$ cat src/design/assert_macros.svh
// Assertion helpers shared by the RTL. Each macro builds a labeled concurrent
// assertion clocked on the rising edge and muted while reset is high.
`ifndef ASSERT_MACROS_SVH
`define ASSERT_MACROS_SVH

`ifndef SYNTHESIS

// Consequent must hold in the same cycle as the antecedent.
`define ETF_ASSERT_IMPL(label, clk, rst, ante, cons) \
   label: assert property (@(posedge clk) disable iff (rst) (ante) |-> (cons)) \
      else $error("assertion failed");

// Consequent must hold in the cycle after the antecedent.
`define ETF_ASSERT_NEXT(label, clk, rst, ante, cons) \
   label: assert property (@(posedge clk) disable iff (rst) (ante) |=> (cons)) \
      else $error("assertion failed");

`else

`define ETF_ASSERT_IMPL(label, clk, rst, ante, cons)
`define ETF_ASSERT_NEXT(label, clk, rst, ante, cons)

`endif

`endif

$ cat src/design/etf_pkg.sv
package etf_pkg;

   localparam int FRAC_BITS_DEF  = 27;
   localparam int WORD_BITS_DEF  = 32;
   localparam int COUNT_BITS_DEF = 13;

   localparam int START_BITS     = 12;
   localparam int LIMIT_BITS     = 12;
   localparam int CSR_INDEX_BITS = 2;

   // |z|^2 escape level, in integer units
   localparam int ESCAPE_RADIUS_SQ = 4;

   localparam logic [LIMIT_BITS-1:0] LIMIT_RESET = LIMIT_BITS'(80);

   typedef enum logic [CSR_INDEX_BITS-1:0] {
      CSR_ITER_LIMIT = 2'd0,
      CSR_JULIA_MODE = 2'd1,
      CSR_JULIA_REAL = 2'd2,
      CSR_JULIA_IMAG = 2'd3
   } csr_index_type;

   // Operand pair routed to the shared multiplier
   typedef enum logic [1:0] {
      MUL_NONE = 2'd0,
      MUL_RR   = 2'd1,
      MUL_II   = 2'd2,
      MUL_RI   = 2'd3
   } mul_sel_type;

   typedef struct packed {
      logic        load;
      logic        inc;
      logic        update;
      logic        out_load;
      mul_sel_type mul_sel;
   } dp_cmd_type;

   typedef struct packed {
      logic limit_hit;
      logic escape;
   } dp_status_type;

endpackage

$ cat src/design/escape_time_fractal_iterator_top.sv
// Channel   Dir   Ports                                          Beat
// --------  ----  ---------------------------------------------  -----------------------------
// req       in    req_valid/req_ready, req_z_*, req_c_*,         one starting point and count
//                 req_start_count
// rsp       out   rsp_valid/rsp_ready, rsp_iterations            one final iteration count
// csr       in    csr_write_en, csr_index, csr_wdata             one register write, no wait
//
// Order: accept, one count step, then for each further step three products on
//    the shared multiplier and one update, and a post at the end. The limit
//    test ends the steps after a count step, the radius test at the third product.
// One item in flight; req_ready is high only in idle. The count waits in an
//    output register, so a new req beat is taken while rsp stalls.
// Reset clears the controller and loads limit 80, Mandelbrot, Julia const 0.
`include "assert_macros.svh"

module escape_time_fractal_iterator_top #(
   parameter int FRAC_BITS  = etf_pkg::FRAC_BITS_DEF,
   parameter int WORD_BITS  = etf_pkg::WORD_BITS_DEF,
   parameter int COUNT_BITS = etf_pkg::COUNT_BITS_DEF
) (
   input  logic                                clock,
   input  logic                                reset,
   // input beat
   input  logic                                req_valid,
   output logic                                req_ready,
   input  logic signed [WORD_BITS-1:0]         req_z_real,
   input  logic signed [WORD_BITS-1:0]         req_z_imag,
   input  logic signed [WORD_BITS-1:0]         req_c_real,
   input  logic signed [WORD_BITS-1:0]         req_c_imag,
   input  logic [etf_pkg::START_BITS-1:0]      req_start_count,
   // result beat
   output logic                                rsp_valid,
   input  logic                                rsp_ready,
   output logic [COUNT_BITS-1:0]               rsp_iterations,
   // register writes
   input  logic                                csr_write_en,
   input  logic [etf_pkg::CSR_INDEX_BITS-1:0]  csr_index,
   input  logic [WORD_BITS-1:0]                csr_wdata
);
   import etf_pkg::*;

   logic [LIMIT_BITS-1:0]       iter_limit_ff;
   logic                        julia_mode_ff;
   logic signed [WORD_BITS-1:0] julia_real_ff;
   logic signed [WORD_BITS-1:0] julia_imag_ff;

   dp_cmd_type    dp_cmd;
   dp_status_type dp_status;

   // Configuration registers: the user is to write them only while the block is idle (the block
   // does not enforce this), so the datapath may read them live for the whole item.
   always_ff @(posedge clock) begin
      if (reset) begin
         iter_limit_ff <= LIMIT_RESET;
         julia_mode_ff <= 1'b0;
         julia_real_ff <= '0;
         julia_imag_ff <= '0;
      end else if (csr_write_en) begin
         case (csr_index)
            CSR_ITER_LIMIT: iter_limit_ff <= csr_wdata[LIMIT_BITS-1:0];
            CSR_JULIA_MODE: julia_mode_ff <= csr_wdata[0];
            CSR_JULIA_REAL: julia_real_ff <= csr_wdata;
            CSR_JULIA_IMAG: julia_imag_ff <= csr_wdata;
            default: begin
               // drop writes to unmapped indexes
            end
         endcase
      end
   end

   // Sequencer: walks each iteration through the multiplier steps and
   // decides when to stop.
   etf_ctrl u_ctrl (
      .clock     (clock),
      .reset     (reset),
      .req_valid (req_valid),
      .req_ready (req_ready),
      .rsp_valid (rsp_valid),
      .rsp_ready (rsp_ready),
      .status    (dp_status),
      .cmd       (dp_cmd)
   );

   // Datapath: z, c and count registers, shared multiplier, radius test,
   // saturating update and the output count register.
   etf_dp #(
      .FRAC_BITS  (FRAC_BITS),
      .WORD_BITS  (WORD_BITS),
      .COUNT_BITS (COUNT_BITS)
   ) u_dp (
      .clock            (clock),
      .cmd              (dp_cmd),
      .status           (dp_status),
      .z_real           (req_z_real),
      .z_imag           (req_z_imag),
      .c_real           (req_c_real),
      .c_imag           (req_c_imag),
      .start_count      (req_start_count),
      .iteration_limit  (iter_limit_ff),
      .julia_mode       (julia_mode_ff),
      .julia_const_real (julia_real_ff),
      .julia_const_imag (julia_imag_ff),
      .iterations       (rsp_iterations)
   );

   // An accepted beat keeps the block busy for at least the next cycle.
   `ETF_ASSERT_NEXT(a_busy_after_accept, clock, reset, req_valid && req_ready, !req_ready)
   // The loop always takes at least one count step, so a zero count is a slip.
   `ETF_ASSERT_IMPL(a_count_nonzero, clock, reset, rsp_valid, rsp_iterations != '0)
   // A new result only comes out of a busy period.
   `ETF_ASSERT_IMPL(a_result_from_work, clock, reset, $rose(rsp_valid), $past(!req_ready))

endmodule

$ cat src/design/etf_ctrl.sv
module etf_ctrl (
   input  logic                   clock,
   input  logic                   reset,
   input  logic                   req_valid,
   output logic                   req_ready,
   output logic                   rsp_valid,
   input  logic                   rsp_ready,
   input  etf_pkg::dp_status_type status,
   output etf_pkg::dp_cmd_type    cmd
);
   import etf_pkg::*;

   typedef enum logic [6:0] {
      S_IDLE   = 7'b0000001,
      S_INC    = 7'b0000010,
      S_MUL_RR = 7'b0000100,
      S_MUL_II = 7'b0001000,
      S_MUL_RI = 7'b0010000,
      S_UPDATE = 7'b0100000,
      S_FINISH = 7'b1000000
   } state_type;

   state_type state_ff, state_in;
   logic      out_valid_ff, out_valid_in;

   always_comb begin
      state_in    = state_ff;
      cmd         = '0;
      cmd.mul_sel = MUL_NONE;
      case (state_ff)
         S_IDLE: begin
            if (req_valid) begin
               cmd.load = 1'b1;
               state_in = S_INC;
            end
         end
         S_INC: begin
            cmd.inc  = 1'b1;
            state_in = status.limit_hit ? S_FINISH : S_MUL_RR;
         end
         S_MUL_RR: begin
            cmd.mul_sel = MUL_RR;
            state_in    = S_MUL_II;
         end
         S_MUL_II: begin
            cmd.mul_sel = MUL_II;
            state_in    = S_MUL_RI;
         end
         S_MUL_RI: begin
            // squares are in place: test the radius while re*im is formed
            cmd.mul_sel = MUL_RI;
            state_in    = status.escape ? S_FINISH : S_UPDATE;
         end
         S_UPDATE: begin
            cmd.update = 1'b1;
            cmd.inc    = 1'b1;
            state_in   = status.limit_hit ? S_FINISH : S_MUL_RR;
         end
         S_FINISH: begin
            if (!out_valid_ff || rsp_ready) begin
               cmd.out_load = 1'b1;
               state_in     = S_IDLE;
            end
         end
         default: begin
            state_in = S_IDLE;
         end
      endcase
   end

   assign out_valid_in = cmd.out_load | (out_valid_ff & ~rsp_ready);

   always_ff @(posedge clock) begin
      if (reset) begin
         state_ff     <= S_IDLE;
         out_valid_ff <= 1'b0;
      end else begin
         state_ff     <= state_in;
         out_valid_ff <= out_valid_in;
      end
   end

   assign req_ready = (state_ff == S_IDLE);
   assign rsp_valid = out_valid_ff;

endmodule

$ cat src/design/etf_dp.sv
module etf_dp #(
   parameter int FRAC_BITS  = etf_pkg::FRAC_BITS_DEF,
   parameter int WORD_BITS  = etf_pkg::WORD_BITS_DEF,
   parameter int COUNT_BITS = etf_pkg::COUNT_BITS_DEF
) (
   input  logic                               clock,
   input  etf_pkg::dp_cmd_type                cmd,
   output etf_pkg::dp_status_type             status,
   input  logic signed [WORD_BITS-1:0]        z_real,
   input  logic signed [WORD_BITS-1:0]        z_imag,
   input  logic signed [WORD_BITS-1:0]        c_real,
   input  logic signed [WORD_BITS-1:0]        c_imag,
   input  logic [etf_pkg::START_BITS-1:0]     start_count,
   input  logic [etf_pkg::LIMIT_BITS-1:0]     iteration_limit,
   input  logic                               julia_mode,
   input  logic signed [WORD_BITS-1:0]        julia_const_real,
   input  logic signed [WORD_BITS-1:0]        julia_const_imag,
   output logic [COUNT_BITS-1:0]              iterations
);
   import etf_pkg::*;

   localparam int PROD_BITS  = 2 * WORD_BITS;
   localparam int DIFF_BITS  = PROD_BITS + 1;
   localparam int RE_SUM_BITS = DIFF_BITS + 1;
   localparam int IM_SUM_BITS = PROD_BITS + 1;
   localparam int CMP_BITS   = (DIFF_BITS > 2 * FRAC_BITS + 3) ? DIFF_BITS : 2 * FRAC_BITS + 3;
   localparam int CNT_CMP_BITS = (COUNT_BITS > LIMIT_BITS) ? COUNT_BITS : LIMIT_BITS;
   localparam logic [CMP_BITS-1:0] ESCAPE_LEVEL =
      CMP_BITS'(ESCAPE_RADIUS_SQ) << (2 * FRAC_BITS);

   logic signed [WORD_BITS-1:0] re_ff, im_ff, cr_ff, ci_ff;
   logic [COUNT_BITS-1:0]       cnt_ff, iter_ff, cnt_inc;
   logic signed [PROD_BITS-1:0] rr_ff, ii_ff, ri_ff;
   logic signed [DIFF_BITS-1:0] diff_ff, diff_in, re_sh;
   logic [DIFF_BITS-1:0]        mag_sum;

   logic signed [WORD_BITS-1:0] mul_a, mul_b;
   logic signed [PROD_BITS-1:0] mul_a_ext, mul_b_ext, prod;
   logic signed [PROD_BITS-1:0] ri_sh;
   logic signed [RE_SUM_BITS-1:0] re_sum;
   logic signed [IM_SUM_BITS-1:0] im_sum;
   logic signed [WORD_BITS-1:0] re_next, im_next;

   // shared multiplier, one product per cycle
   always_comb begin
      case (cmd.mul_sel)
         MUL_RR: begin
            mul_a = re_ff;
            mul_b = re_ff;
         end
         MUL_II: begin
            mul_a = im_ff;
            mul_b = im_ff;
         end
         default: begin
            mul_a = re_ff;
            mul_b = im_ff;
         end
      endcase
   end

   assign mul_a_ext = {{WORD_BITS{mul_a[WORD_BITS-1]}}, mul_a};
   assign mul_b_ext = {{WORD_BITS{mul_b[WORD_BITS-1]}}, mul_b};
   assign prod      = mul_a_ext * mul_b_ext;

   // radius test and real-part difference, both exact
   assign mag_sum  = {1'b0, rr_ff} + {1'b0, ii_ff};
   assign diff_in  = {rr_ff[PROD_BITS-1], rr_ff} - {ii_ff[PROD_BITS-1], ii_ff};
   assign status.escape = (CMP_BITS'(mag_sum) >= ESCAPE_LEVEL);

   // floor shifts, add the constant, saturate to the word
   assign re_sh  = diff_ff >>> FRAC_BITS;
   assign ri_sh  = ri_ff >>> (FRAC_BITS - 1);
   assign re_sum = {re_sh[DIFF_BITS-1], re_sh}
                 + {{(RE_SUM_BITS-WORD_BITS){cr_ff[WORD_BITS-1]}}, cr_ff};
   assign im_sum = {ri_sh[PROD_BITS-1], ri_sh}
                 + {{(IM_SUM_BITS-WORD_BITS){ci_ff[WORD_BITS-1]}}, ci_ff};

   always_comb begin
      if (re_sum[RE_SUM_BITS-1:WORD_BITS-1] == '0 || re_sum[RE_SUM_BITS-1:WORD_BITS-1] == '1) begin
         re_next = re_sum[WORD_BITS-1:0];
      end else begin
         re_next = {re_sum[RE_SUM_BITS-1], {(WORD_BITS-1){~re_sum[RE_SUM_BITS-1]}}};
      end
      if (im_sum[IM_SUM_BITS-1:WORD_BITS-1] == '0 || im_sum[IM_SUM_BITS-1:WORD_BITS-1] == '1) begin
         im_next = im_sum[WORD_BITS-1:0];
      end else begin
         im_next = {im_sum[IM_SUM_BITS-1], {(WORD_BITS-1){~im_sum[IM_SUM_BITS-1]}}};
      end
   end

   assign cnt_inc          = cnt_ff + 1'b1;
   assign status.limit_hit = (CNT_CMP_BITS'(cnt_inc) >= CNT_CMP_BITS'(iteration_limit));

   always_ff @(posedge clock) begin
      if (cmd.load) begin
         re_ff  <= z_real;
         im_ff  <= z_imag;
         cr_ff  <= julia_mode ? julia_const_real : c_real;
         ci_ff  <= julia_mode ? julia_const_imag : c_imag;
         cnt_ff <= COUNT_BITS'(start_count);
      end else begin
         if (cmd.inc) begin
            cnt_ff <= cnt_inc;
         end
         if (cmd.update) begin
            re_ff <= re_next;
            im_ff <= im_next;
         end
      end
      case (cmd.mul_sel)
         MUL_RR: begin
            rr_ff <= prod;
         end
         MUL_II: begin
            ii_ff <= prod;
         end
         MUL_RI: begin
            ri_ff   <= prod;
            diff_ff <= diff_in;
         end
         default: begin
         end
      endcase
      if (cmd.out_load) begin
         iter_ff <= cnt_ff;
      end
   end

   assign iterations = iter_ff;

endmodule
$ cat config.mk
export PLATFORM = sky130hd
export DESIGN_NAME = escape_time_fractal_iterator_top
export DESIGN_NICKNAME = d
export VERILOG_FILES = /design/src/design/etf_pkg.sv /design/src/design/escape_time_fractal_iterator_top.sv /design/src/design/etf_ctrl.sv /design/src/design/etf_dp.sv
export VERILOG_INCLUDE_DIRS = /design/src /design/src/design
export SDC_FILE = /design/constraint.sdc
export NUM_CORES = 2
export LEC_CHECK = 0
export ABC_AREA = 1
export BUFFER_PORTS_ARGS = -buffer_cell sky130_fd_sc_hd__buf_2
export CORE_ASPECT_RATIO = 1.75
export CORE_MARGIN = 1
export CORE_UTILIZATION = 48
export DETAILED_ROUTE_END_ITERATION = 7
export PLACE_DENSITY_LB_ADDON = 0.25
export REMOVE_ABC_BUFFERS = 1
export SLEW_MARGIN = 0
export SYNTH_ARGS = -nofsm -noshare
export SYNTH_HDL_FRONTEND = slang
export SYNTH_SLANG_ARGS = --single-unit
export TNS_END_PERCENT = 1
$ cat constraint.sdc
create_clock -name clock -period 9.78 [get_ports clock]
set_input_delay 0.978 -clock clock [delete_from_list [all_inputs] [get_ports clock]]
set_output_delay 0.978 -clock clock [all_outputs]
set_load 0.05 [all_outputs]
==> reports/summary.txt <==
Clock latency reported for the late side of the worst-skew pair: 0.65 ns
Routed vias: 57,600
Area of the mapped netlist: 0.0666 mm²
Number of pins exceeding their max-slew limit in the final report: 0
Number of hold-repair buffers added at the cts stage: 0
Most frequent standard cell in the layout excluding fill and tap cells: nand2_1
Final hold viol count: 0
Run status: complete, no violations
Standard-cell rows: 180
Synth Warn #: 0
Cell with the largest stage delay on the worst path: fa_1
Unrepaired setup endpoints after global routing: yes
Clock tree sinks: 443
Number of CTS-inserted buffers: 43
Proportion of layout cells with a drive suffix above 1: 7.32%
Gate count after technology mapping: 8,316
CP max FO: 27
Worst endpoint required time: 10.14 ns
Ports placed on the boundary: 194
Final routed DRC violation total: 0
Syn avg cell area: 8.01 µm²
Worst stage delay on the critical path: 0.77 ns
EDFF count, synth: 357
Critical path capture point type: flop
TritonCTS clock tree: done
Worst min-delay path category: reg2reg
Wire length after detailed routing: 277,000 µm
WP buf/inv: 9
Biggest area consumer among synthesized cells: fa_1
Number of maximum-capacitance constraint violations: 0
Count of input and output buffers: 193
Critical Path Source: u_ctrl.state_ff[6]
Largest net degree at the start of global routing: 98
Least-Margin Pin Slew: 1.17 ns
Final core utilization: 52.6%
Die footprint: 0.140 mm²
Final worst-path cycle share: 97.3%
Routed WL per cell: 26.7 µm
HPWL Detailed: 236,000 µm
Proportion of synthesized flip-flops having asynchronous set or reset: 0%
Minimum clock period after layout: 9.52 ns
Data arrival time of the critical path: 9.88 ns
Most frequent cell on the critical path: fa_1
Die boundary height: 495 µm
Maximum clock frequency: 105 MHz
Number of setup violations in the final report: 0
Routability congestion estimate: 1.05
Number of fillers in the final layout: 13,400
Number of synthesized register bits: 443
Final non-filler cell total: 10,400
Cell chosen for the clock root: clkbuf_16
Global-route wire length before repair: 400,000 µm
Most common flop cell mapped by yosys: edfxtp_1
Residual overflow from global routing: 0
Per-cell via count in the routed design: 5.54
Worst setup path class: reg2reg
Residual antenna-violating net count after detailed routing: 0
Drt first pass iters: 8
Clock slew seen by the registers of the worst setup and hold paths: 0.06 ns
Max Clock Skew: 0.0480 ns
Share of Yosys cell area claimed by the top area cell type: 32.6%
Gr usage total: 39.9%
Cell variety after synth: 55
Sequential element share of the synthesized area: 18.7%
Antenna violations before repair: 11
Top library cells by usage in the layout, fill and taps aside: nand2_1, inv_1, nor2_1, fa_1, a21oi_1
Placeable core area: 0.138 mm²
Kind of launch point of the worst setup path: flop
Launch point of the worst hold path: u_dp.cnt_ff[12]
Clock Tree Buf Depth: 3
Worst max-slew margin expressed relative to the limit: 21.9%
X dimension of the die: 284 µm
Number of DRC violations after detailed-routing iteration 0: 4,599
Number of global-route vias before repair: 61,700
Launching point of the worst reg2reg path: u_ctrl.state_ff[6]
Biggest area contributors in the synthesized netlist: fa_1, edfxtp_1, nand2_1
CP top delay family: adder cells
Clock H-tree levels: 2
Buffers inserted during post-CTS setup optimization: 0
Final net count: 10,200
Combined area of the multi-input logic cells: 0.0466 mm²
Relative area change from synthesis to final layout: 8.70%
Cell count after placement: 10,300
Register area: 0.0124 mm²
Initial Utilization: 48.4%
## worst reg2reg max path: cells and delay by family (launching register included)
family,cells,cell delay [ns]
AO/OA/AOI/OAI,2,0.59
XOR/XNOR,1,0.50
adder cells (fa/ha/maj),9,5.12
buffers and inverters,9,1.27
flip-flops,1,0.38
AND/OR/NAND/NOR,8,1.38
## through the flow
step	TNS [ns]	setup slack, ns	area [µm²]	hold slack (ns)
2_1_floorplan	-25.10	-0.781	65500	0.408
5_1_grt	-0.0141	-0.0141	72400	0.459
3_5_place_dp	-0.00807	-0.00302	70900	0.427
4_1_cts	0	0.00133	72300	0.443
6_report	0	0.264	72400	0.440
3_3_place_gp	0	0.0967	70900	0.418
## timing repair
item                                   CTS  global route
setup endpoints to repair                3            18
endpoints found under the hold margin    0             0
gates resized for setup                  1            12
## path summary, 6_finish.rpt
| path | to | slack (ns) | cells past startpoint |
|---|---|---|---|
| hold / removal | u_dp.iterations[12] | 0.44 | 0 |
| setup reg to reg | u_dp.rr_ff[51] | 0.26 | 29 |
| setup / recovery | u_dp.rr_ff[51] | 0.26 | 29 |
| hold reg to reg | u_dp.iterations[12] | 0.44 | 0 |
## final cells by class
class                           count  area share (%)
Clock inverter                     24           0.370
Inverter                         1764            9.16
Clock buffer                       55            1.62
Multi-Input combinational cell   5861            64.4
Sequential cell                   443            17.2
Timing Repair Buffer              428            4.10
Tap cell                         1820            3.15
Antenna cell                        8          0.0277
## per-layer routing
| layer | up-vias | GRT usage, % | routed length, µm |
|---|---|---|---|
| li1 | 25600 | - | - |
| met1 | 28500 | 39.8 | 89500 |
| met2 | 2521 | 71.0 | 139000 |
| met3 | 986 | 4.45 | 14500 |
| met4 | 6 | 40.1 | 34300 |
| met5 | - | 0 | 47 |
## synth_stat cells (8+ instances only)
library cell	number
nor2_1	1143
o21bai_1	49
o21ai_0	258
edfxtp_1	357
dfxtp_1	86
o21ai_1	31
ha_1	401
nand3_1	151
nand2_1	1831
o211ai_1	12
fa_1	1085
xor2_1	112
inv_2	8
nand4_1	45
inv_1	1745
nand2_2	12
nor3_1	41
nor4_1	16
o21ai_2	26
xnor2_1	57
o21a_1	16
a21oi_1	418
buf_6	12
a21boi_0	8
clkbuf_1	195
a21o_1	21
clkinv_1	11
mux2_2	32
buf_2	34
a31oi_1	41
## kinds of logic after synthesis
family | count (synthesis) | synth area share [%]
simple gates | 3269 | 19.3
xor+xnor | 169 | 2.22
compound gates | 905 | 7.59
buf+inv | 2012 | 11.5
flops | 443 | 18.7
mux | 32 | 0.541
fa+ha+maj | 1486 | 40.2
## state kept, by name, summed over array words and instances (netlist names)
signal / count
u_ctrl.rsp_valid: 1
julia_mode_ff: 1
julia_real_ff: 32
u_dp.ci_ff: 32
u_dp.ri_ff: 38
julia_imag_ff: 32
u_dp.cr_ff: 32
u_dp.diff_ff: 38
u_dp.iterations: 13
u_dp.re_ff: 32
u_dp.im_ff: 32
iter_limit_ff: 12
u_dp.ii_ff: 64
u_dp.rr_ff: 64
u_ctrl.state_ff: 7
u_dp.cnt_ff: 13
Power is not shown: default switching activity piles up to over one toggle a cycle in this logic, so the estimate is an artifact.
